[config.mk]
export PLATFORM = sky130hd
export DESIGN_NAME = cfcc_ctrl
export DESIGN_NICKNAME = d
export VERILOG_FILES = /design/src/hw/rtl/cfcc_pkg.sv /design/src/hw/rtl/cfcc_ctrl.sv
export SDC_FILE = /design/constraint.sdc
export NUM_CORES = 1
export LEC_CHECK = 0
export BUFFER_PORTS_ARGS = -buffer_cell sky130_fd_sc_hd__buf_4
export CORE_MARGIN = 3
export CORE_UTILIZATION = 40
export DETAILED_ROUTE_END_ITERATION = 16
export GPL_TIMING_DRIVEN = 0
export PLACE_DENSITY = 0.7
export SETUP_SLACK_MARGIN = 0.5
export SLEW_MARGIN = 10
export SYNTH_ARGS = -nofsm -noshare
export SYNTH_HDL_FRONTEND = slang
export SYNTH_SLANG_ARGS = --single-unit
[constraint.sdc]
create_clock -name clk -period 3.4 [get_ports clk]
set_input_delay 0.68 -clock clk [delete_from_list [all_inputs] [get_ports clk]]
set_output_delay 0.68 -clock clk [all_outputs]
set_load 0.005 [all_outputs]
[src/hw/rtl/cfcc_pkg.sv]
// ---------------------------------------------------------------------------
// cfcc_pkg: shared types and constants
// Codes, field widths and command/status structs for the chain checker.
// ---------------------------------------------------------------------------
package cfcc_pkg;

  localparam int BLOCK_SIZE_DEF = 512;
  localparam int DIR_BLOCKS_DEF = 16;
  localparam int DIR_DEPTH      = 8192;

  localparam logic [7:0]  MARK_BYTE = 8'h55;
  localparam logic [15:0] FREE_MARK = 16'hfffc;
  localparam logic [15:0] END_MARK  = 16'hfffa;
  localparam logic [7:0]  TYPE_A    = 8'h33;
  localparam logic [7:0]  TYPE_B    = 8'hcc;
  localparam logic [15:0] BLOCK_CEIL = 16'd255;

  typedef enum logic [1:0] {
    OP_ROOT  = 2'd0,
    OP_TABLE = 2'd1,
    OP_DIR   = 2'd2,
    OP_CHECK = 2'd3
  } op_t;

  typedef enum logic [2:0] {
    ST_OK       = 3'd0,
    ST_UNFORMAT = 3'd1,
    ST_LAYOUT   = 3'd2,
    ST_ENTRY    = 3'd3,
    ST_CHAIN    = 3'd4,
    ST_LENGTH   = 3'd5
  } status_t;

  // Read port selection for the datapath.
  typedef enum logic [1:0] {
    RS_ROOT  = 2'd0,
    RS_TABLE = 2'd1,
    RS_DIR   = 2'd2
  } rsel_t;

  // Datapath registers that take the read word.
  typedef enum logic [3:0] {
    LD_NONE   = 4'd0,
    LD_MARK   = 4'd1,
    LD_TPOS   = 4'd2,
    LD_TCOUNT = 4'd3,
    LD_DSTART = 4'd4,
    LD_DLEN   = 4'd5,
    LD_USERS  = 4'd6,
    LD_FREE   = 4'd7,
    LD_KIND   = 4'd8,
    LD_BLOCKS = 4'd9,
    LD_AT     = 4'd10,
    LD_HDR    = 4'd11,
    LD_NEXT   = 4'd12
  } ld_t;

  typedef struct packed {
    logic        rd_en;
    rsel_t       rsel;
    logic [12:0] raddr;
    ld_t         ld;
    logic        clr_map;
    logic [7:0]  clr_idx;
    logic        set_map;
    logic        clr_totals;
    logic        inc_entry;
  } cmd_t;

  typedef struct packed {
    logic        mark_ok;
    logic        layout_ok;
    logic        entry_ok;
    logic        kind_zero;
    logic        at_bad;
    logic        next_end;
    logic [15:0] users;
    logic [15:0] dlen;
    logic [15:0] blocks;
    logic [15:0] at;
    logic [8:0]  entry_total;
    logic [7:0]  free_total;
  } stat_t;

endpackage

[src/hw/rtl/cfcc_ctrl.sv]
// ---------------------------------------------------------------------------
// cfcc_ctrl: check sequencer
// Steps through marker, layout, free count, entries and chains.
// ---------------------------------------------------------------------------
module cfcc_ctrl (
  input  logic              clk,
  input  logic              rst_n,
  input  logic              start,
  output logic              busy,
  output logic              done,
  output logic [2:0]        result,
  input  logic              res_taken,
  output cfcc_pkg::cmd_t    cmd,
  input  cfcc_pkg::stat_t   stat
);
  import cfcc_pkg::*;

  typedef enum logic [9:0] {
    S_IDLE  = 10'b0000000001,
    S_CLR   = 10'b0000000010,
    S_MARK  = 10'b0000000100,
    S_ROOT  = 10'b0000001000,
    S_FREE  = 10'b0000010000,
    S_ENT   = 10'b0000100000,
    S_WALK  = 10'b0001000000,
    S_NEXT  = 10'b0010000000,
    S_WAIT  = 10'b0100000000,
    S_DONE  = 10'b1000000000
  } state_t;

  state_t state_r, state_nxt;
  logic [8:0]  cnt_r, cnt_nxt;
  logic [3:0]  sub_r, sub_nxt;
  logic [15:0] n_r, n_nxt;
  logic [2:0]  res_r, res_nxt;

  logic [12:0] base;
  assign base = {cnt_r[7:0], 5'd0};

  always_comb begin
    state_nxt = state_r;
    cnt_nxt = cnt_r;
    sub_nxt = sub_r;
    n_nxt = n_r;
    res_nxt = res_r;
    cmd = '0;
    cmd.rsel = RS_ROOT;
    cmd.ld = LD_NONE;
    case (state_r)
      S_IDLE: if (start) begin
        state_nxt = S_CLR;
        cnt_nxt = '0;
      end
      S_CLR: begin
        cmd.clr_map = 1'b1;
        cmd.clr_idx = cnt_r[7:0];
        cmd.clr_totals = 1'b1;
        cnt_nxt = cnt_r + 9'd1;
        if (cnt_r == 9'd255) begin
          cnt_nxt = '0;
          state_nxt = S_MARK;
        end
      end
      S_MARK: begin
        if (sub_r == 4'd0) begin
          cmd.rd_en = 1'b1;
          cmd.raddr = 13'(cnt_r);
          cmd.ld = LD_MARK;
          sub_nxt = 4'd1;
        end else if (sub_r == 4'd1) begin
          sub_nxt = 4'd2;
        end else begin
          sub_nxt = 4'd0;
          if (!stat.mark_ok) begin
            res_nxt = ST_UNFORMAT;
            state_nxt = S_DONE;
          end else if (cnt_r == 9'd15) begin
            cnt_nxt = '0;
            state_nxt = S_ROOT;
          end else cnt_nxt = cnt_r + 9'd1;
        end
      end
      S_ROOT: begin
        // Per field: low byte, high byte with tag, settle.
        if (cnt_r < 9'd5) begin
          cmd.rd_en = (sub_r != 4'd2);
          cmd.raddr = (cnt_r == 9'd4) ? 13'd80 : 13'(70 + 2 * cnt_r);
          if (sub_r == 4'd1) begin
            cmd.raddr = cmd.raddr + 13'd1;
            case (cnt_r)
              9'd0: cmd.ld = LD_TPOS;
              9'd1: cmd.ld = LD_TCOUNT;
              9'd2: cmd.ld = LD_DSTART;
              9'd3: cmd.ld = LD_DLEN;
              default: cmd.ld = LD_USERS;
            endcase
          end
          if (sub_r == 4'd2) begin
            sub_nxt = 4'd0;
            cnt_nxt = cnt_r + 9'd1;
          end else sub_nxt = sub_r + 4'd1;
        end else if (sub_r == 4'd0) begin
          sub_nxt = 4'd1;
        end else begin
          sub_nxt = 4'd0;
          cnt_nxt = '0;
          if (!stat.layout_ok) begin
            res_nxt = ST_LAYOUT;
            state_nxt = S_DONE;
          end else state_nxt = S_FREE;
        end
      end
      S_FREE: begin
        if ({7'd0, cnt_r} >= stat.users && sub_r == 4'd0) begin
          cnt_nxt = '0;
          state_nxt = S_ENT;
        end else begin
          cmd.rsel = RS_TABLE;
          cmd.rd_en = (sub_r != 4'd2);
          cmd.raddr = {3'd0, cnt_r, 1'b0} + 13'(sub_r[0]);
          if (sub_r == 4'd1) cmd.ld = LD_FREE;
          if (sub_r == 4'd2) begin
            sub_nxt = 4'd0;
            cnt_nxt = cnt_r + 9'd1;
          end else sub_nxt = sub_r + 4'd1;
        end
      end
      S_ENT: begin
        cmd.rsel = RS_DIR;
        case (sub_r)
          4'd0: begin
            if ({7'd0, cnt_r} >= {stat.dlen[11:0], 4'd0}) begin
              res_nxt = ST_OK;
              state_nxt = S_DONE;
            end else begin
              cmd.rd_en = 1'b1;
              cmd.raddr = base;
              cmd.ld = LD_KIND;
              sub_nxt = 4'd1;
            end
          end
          4'd1: sub_nxt = 4'd2;
          4'd2: begin
            cmd.rd_en = 1'b1;
            cmd.raddr = base + 13'd24;
            sub_nxt = 4'd3;
            if (stat.kind_zero) begin
              cmd.rd_en = 1'b0;
              sub_nxt = 4'd0;
              cnt_nxt = cnt_r + 9'd1;
            end
          end
          4'd3: begin
            cmd.rd_en = 1'b1;
            cmd.raddr = base + 13'd25;
            cmd.ld = LD_BLOCKS;
            sub_nxt = 4'd4;
          end
          4'd4: begin
            cmd.rd_en = 1'b1;
            cmd.raddr = base + 13'd26;
            sub_nxt = 4'd5;
          end
          4'd5: begin
            cmd.rd_en = 1'b1;
            cmd.raddr = base + 13'd27;
            cmd.ld = LD_HDR;
            sub_nxt = 4'd6;
          end
          4'd6: begin
            cmd.rd_en = 1'b1;
            cmd.raddr = base + 13'd2;
            sub_nxt = 4'd7;
          end
          4'd7: begin
            cmd.rd_en = 1'b1;
            cmd.raddr = base + 13'd3;
            cmd.ld = LD_AT;
            sub_nxt = 4'd8;
          end
          4'd8: sub_nxt = 4'd9;
          default: begin
            sub_nxt = 4'd0;
            n_nxt = '0;
            if (!stat.entry_ok) begin
              res_nxt = ST_ENTRY;
              state_nxt = S_DONE;
            end else state_nxt = S_WALK;
          end
        endcase
      end
      S_WALK: begin
        cmd.rsel = RS_TABLE;
        case (sub_r)
          4'd0: begin
            if (stat.at_bad) begin
              res_nxt = ST_CHAIN;
              state_nxt = S_DONE;
            end else begin
              cmd.set_map = 1'b1;
              cmd.rd_en = 1'b1;
              cmd.raddr = {4'd0, stat.at[7:0], 1'b0};
              sub_nxt = 4'd1;
            end
          end
          4'd1: begin
            cmd.rd_en = 1'b1;
            cmd.raddr = {4'd0, stat.at[7:0], 1'b1};
            cmd.ld = LD_NEXT;
            sub_nxt = 4'd2;
          end
          4'd2: sub_nxt = 4'd3;
          default: begin
            sub_nxt = 4'd0;
            if (n_r + 16'd1 == stat.blocks) begin
              if (!stat.next_end) begin
                res_nxt = ST_LENGTH;
                state_nxt = S_DONE;
              end else begin
                cmd.inc_entry = 1'b1;
                cnt_nxt = cnt_r + 9'd1;
                state_nxt = S_ENT;
              end
            end else n_nxt = n_r + 16'd1;
          end
        endcase
      end
      S_DONE: begin
        if (res_r != ST_OK) cmd.clr_totals = 1'b1;
        state_nxt = S_WAIT;
      end
      S_WAIT: if (res_taken) state_nxt = S_IDLE;
      default: state_nxt = S_IDLE;
    endcase
  end

  always_ff @(posedge clk) begin
    if (!rst_n) begin
      state_r <= S_IDLE;
      cnt_r <= '0;
      sub_r <= '0;
      n_r <= '0;
      res_r <= ST_OK;
    end else begin
      state_r <= state_nxt;
      cnt_r <= cnt_nxt;
      sub_r <= sub_nxt;
      n_r <= n_nxt;
      res_r <= res_nxt;
    end
  end

  assign busy = (state_r != S_IDLE);
  assign done = (state_r == S_WAIT);
  assign result = res_r;

endmodule

---- After elaboration in Yosys (flattened, before gate mapping) ----
Cells that the tools add are included.
storage, ports and cells
  word-level logic and storage cells ...... 191
  bits in registers ....................... 42
  input bits .............................. 91
  output and inout port bits .............. 37
operators by class
  reduce and logical (&&, ||, !) cells .... 18
  $add $sub $neg .......................... 12
  order comparisons ....................... 3
  equal/unequal tests ..................... 56
  multiplexer cells ....................... 97
operators with widths
  kind                     count
  $mux W10                 16
  $mux W9                  17
  $pmux W13 S7             1
  $pmux W10 S9             1
  $pmux W17 S5             1
  $mux W16                 5
  $pmux W9 S7              1
  $add A13 B5 Y13 const B  4
  $ne A2 B2 Y1 const B     20
  $pmux W10 S2             2
  $mux W3                  12
  $pmux W4 S9              1
  $ge A9 B16 Y1            2
  $pmux W16 S2             1
  $reduce_and A14 Y1       2
  $ne A3 B3 Y1 const B     9
  $add A13 B2 Y13 const B  2
  $pmux W13 S2             1
  $mux W4                  6
  $pmux W3 S4              2
  $mux W20                 1
  $pmux W4 S5              1
  $eq A9 B2 Y1 const B     2
  $mux W17                 1
  54 further kinds         75

---- Longest topological paths before layout ----
  depth in word-level cells ............... 6
  gate-level depth with buffers ........... 14
  mapped depth without buffers ............ 14

---- Least setup slack after synthesis ----
No wires, ideal clock.
  path kind ............................... register -> register
  start ................................... register n_r[0]
  end ..................................... register res_r[0] (netlist: result[0])
  cell stages (with the launch flop) ...... 12
  clock period less this slack ............ 3.326 ns
  library setup time ...................... 0.133 ns
  setup slack ............................. 0.074 ns
  arrival ................................. 3.194 ns
  cell sequence ........................... dfxtp_1 > ha_1 > nand4_4 > nor3_1 > mux2_2 > a2111o_1 > or4_1 > buf_2 > buf_6 > a211o_4 > nand3_1 > o31ai_2
on the way
  word-level cells in the longest chain between the ends .. 4
ends and longest elaborated chain
  what                          line              RTL
  start: declaration            cfcc_ctrl.sv:34   logic [15:0] n_r, n_nxt;
  start signal: assignment      cfcc_ctrl.sv:248  n_r <= n_nxt;
  $add A16 B1 Y16               cfcc_ctrl.sv:215  if (n_r + 16'd1 == stat.blocks) begin
  $eq A16 B16 Y1                cfcc_ctrl.sv:215
  $ne A3 B3 Y1 (no line)        n/a
  $reduce_and A14 Y1 (no line)  n/a
  end signal: assignment        cfcc_ctrl.sv:249  res_r <= res_nxt;
  end: declaration              cfcc_ctrl.sv:35   logic [2:0] res_r, res_nxt;
No other way between the ends.
A chain may end at the register's enable or synchronous reset.

---- Worst setup path in the final report ----
  start ................................... register cnt_r[0]
  end ..................................... register state_r[5]
on the way
  word-level cells in the longest chain between the ends .. 4
  elaborated cells between the ends (all ways) .. 12
  those cells by class .................... 3 x order compare; 7 x eq/ne; 2 x reduce/logical
ends and longest elaborated chain
  what                            line              RTL
  start: declaration              cfcc_ctrl.sv:32   logic [8:0] cnt_r, cnt_nxt;
  start signal: assignment        cfcc_ctrl.sv:246  cnt_r <= cnt_nxt;
  $ge A9 B16 Y1                   cfcc_ctrl.sv:114  if ({7'd0, cnt_r} >= stat.users && sub_r == 4'd0) begin
  $logic_and A1 B1 Y1             cfcc_ctrl.sv:114
  $ne A2 B2 Y1 (no line)          n/a
  $reduce_and A14 Y1 (no line) *  n/a
  end signal: assignment          cfcc_ctrl.sv:245  state_r <= state_nxt;
  end: declaration                cfcc_ctrl.sv:31   state_t state_r, state_nxt;
Mark *: on every way between the ends. The rest lies on a longest branch, timed or not.

==> summary.txt <==
Floorplanning
  • Die area: 12600 µm²
  • Starting Density: 41.1%
  • Ports: 128
  • DIE HEIGHT: 112 µm
  • Row cnt: 38
  • Core Region: 10900 µm²
  • Die width: 112 µm

Synthesis
  • Post-synth top flop: dfxtp_1
  • Synth Register Bits: 41
  • Top post-synthesis cells by area: dfxtp_1 18%, ha_1 6.4%, a21oi_1 5.7%
  • Synth unique cells: 72
  • Async set-or-reset flop fraction in the synthesized netlist: 0%
  • Syn Inst Count: 642
  • Top cell type's share of synthesized area: 18.3%
  • Avg Inst Size Synth: 7.00 µm²
  • Post-synth EDFFs: 0
  • Most numerous cell in the Yosys netlist: nand2_1
  • Post-synth top area cell: dfxtp_1
  • Commonest cells post-synth: 55 x nand2_1, 51 x a21oi_1, 50 x nor2_1
  • Warnings, synthesis: 0
  • Post-synth net total: 756
  • Sequential area share after synthesis: 18.3%
  • Synth Cell Area: 4500 µm²

Global routing
  • GR peak layer: met2
  • GR Overflow Total: 0
  • Met2 Use GR: 51.3%
  • GR met3 Demand/Resource: 5.07%
  • Largest net degree at the start of global routing: 14
  • First-pass GRT wire length: 30.9 mm
  • GR Layer Usage met1: 36.5%
  • Antenna violations before repair: 0
  • Vias in the first global route: 6001
  • Total track usage: 29.6%

Timing
  • Final Cycle Share: 104%
  • Final worst slack: -0.137 ns
  • Number of setup violations in the final report: 8
  • Crit path time final: 3.54 ns
  • RSZ-0062 raised after global routing: true
  • Worst Max-Slew Pin Slew: 0.979 ns
  • Fmax: 283 MHz
  • Fin. max-slew vios: 0
  • Slew margin rel.: 34.7%
  • Fin. Hold Viols: 0
  • Fin Clk Skew: 0.00996 ns

Setup path
  • Crit path arrival time: 3.69 ns
  • R2R depth: 11
  • R2R Path End: state_r[5]$_SDFFE_PN0P_
  • Critical path class: reg2reg
  • Data required, critical path: 3.56 ns
  • Crit path capture type: flip-flop
  • Worst R2R Start: cnt_r[0]$_SDFFE_PN0P_
  • Setup crit start: cnt_r[0]$_SDFFE_PN0P_
  • Register-to-register setup slack: -0.14 ns
  • CP max FO: 9
  • CP Launch Type: flip-flop

Job
  • Max-Cap Viols: 0

Drt
  • Detailed Route Iter0 Violations: 807
  • Remaining DRCs: 0
  • Wire length per cell: 22.3 µm
  • Routed Antenna Nets: 0
  • Drt total wl: 21.9 mm
  • DR pass1 iterations: 5
  • Vias/cell: 6.62
  • DR vias: 6501

Clock network
  • Depth of the CTS H-tree: 2
  • Root Buffer: clkbuf_16
  • Worst-path clk slew: 0.07 ns
  • CTS Buf Count: 5
  • TritonCTS clock tree: yes
  • Hold-fix buffer count after cts: 0
  • Clock sink total: 41
  • Latest clock arrival within the worst-skew pair: 0.29 ns
  • Clock buffer depth: 2

Power
  • VDD IR max: 300 µV
  • P_leak: 3.20 nW
  • Pwr Total: 2.62 mW
  • P per Cell Area: 335 nW/µm²

Layout
  • Nets: 955
  • Multi-input gate area: 4470 µm²
  • Fillers: 782
  • Design area: 7830 µm²
  • ANT cells: 0
  • Post-Layout Cell Count: 982
  • FF+latch area: 865 µm²
  • Layout cells sized above 1: 49.3%
  • Area delta synth->final: 74.0%

Min path
  • Hold-critical path endpoint: result[2]$_SDFFE_PN0P_
  • Hold Crit Start: result[2]$_SDFFE_PN0P_
  • Worst hold path cell count: 2
  • HP Class: reg2reg

Place
  • Placed cell count: 880
  • Gp weighted congestion: 0.986
  • DP HPWL: 13.0 mm
  • Dpl cell area: 5470 µm²
  • Port buffer count: 98
  • Setup WS pre-CTS: -0.367 ns

Status
  • Failing checks: negative setup slack
  • Status: finished with violations
per-stage QoR:
stage,TNS [ns],hold slack (ns),util [%]
after floorplan,0,0.470,-
after global placement,-3.06,0.469,49.9
after detailed placement,-3.85,0.498,50.0
after CTS,0,0.514,63.5
after global routing,-0.443,0.532,71.6
final,-0.786,0.513,71.6
cells in the final DEF (no fill, tap or decap), drive strengths merged, types with 12 or more instances in the layout:
cell type and count:
buf 212, nand2 55, nor2 51, a21oi 51, o21ai 42, dfxtp 41, nand3 35, clkbuf 30
inv 24, ha 23, nand4 20, nor3 17, and2 16, or3 14, nand2b 13, a31oi 12
critical path: stages (launching register included):
cell and delay, ns:
dfxtp_4 0.36, buf_4 0.13, ha_2 0.23, nand3_1 0.17, or4b_2 0.76, and3_1 0.23
nor4_1 0.41, o211ai_1 0.35, a211oi_4 0.31, buf_12 0.19, mux2i_1 0.19, nor2_1 0.06
state kept, by name, summed over array words and instances (netlist names):
name,cells
cnt_r,9
result,3
n_r,16
state_r,9
sub_r,4
where the power goes:
part	switching, mW	internal, mW	leakage, nW
Sequential	0.0463	0.512	0.341
Clock	0.219	0.420	0.0938
Combinational	0.723	0.701	2.76
Total	0.989	1.63	3.20
layout make-up:
class                      count  share of cell area (%)
sequential                    41                    11.0
inverter                      26                    1.47
clock buffer                   5                    1.60
tap                          140                    2.24
timing repair buffer         191                    20.6
buffer                        46                    5.10
multi-input combinational    530                    57.1
clock inverter                 3                   0.831
how the worst max path moves through the flow:
| stage | slack (ns) | end | cells past startpoint |
|---|---|---|---|
| final | -0.14 | state_r[5]$_SDFFE_PN0P_ | 11 |
| after global routing | -0.08 | state_r[5]$_SDFFE_PN0P_ | 16 |
| after CTS | 0.06 | cmd[23] | 10 |
| after detailed placement | -0.37 | cmd[0] | 8 |
| after global placement | -0.35 | cmd[0] | 7 |
| after floorplan | 0.50 | result[0]$_SDFFE_PN0P_ | 11 |
metal layers:
layer	vias to the layer above	share of wire, %
met3	139	9.7
li1	2827	-
met1	3024	37
met5	-	0
met2	511	48
met4	0	6.2
what timing repair did:
item | in CTS | in global routing
resized for setup | 205 | 158
setup buffers | 56 | 34
endpoints found under the setup margin | 73 | 61
cloned | 4 | 0
pin swaps | 80 | 57
cell families after synthesis:
group,synth area share [%]
mux,1.39
buf+inv,6.40
compound gates,28.0
flops,18.3
simple gates,35.6
xor+xnor,3.90
fa+ha+maj,6.40
Note: power is estimated with default switching activity, not from simulation.
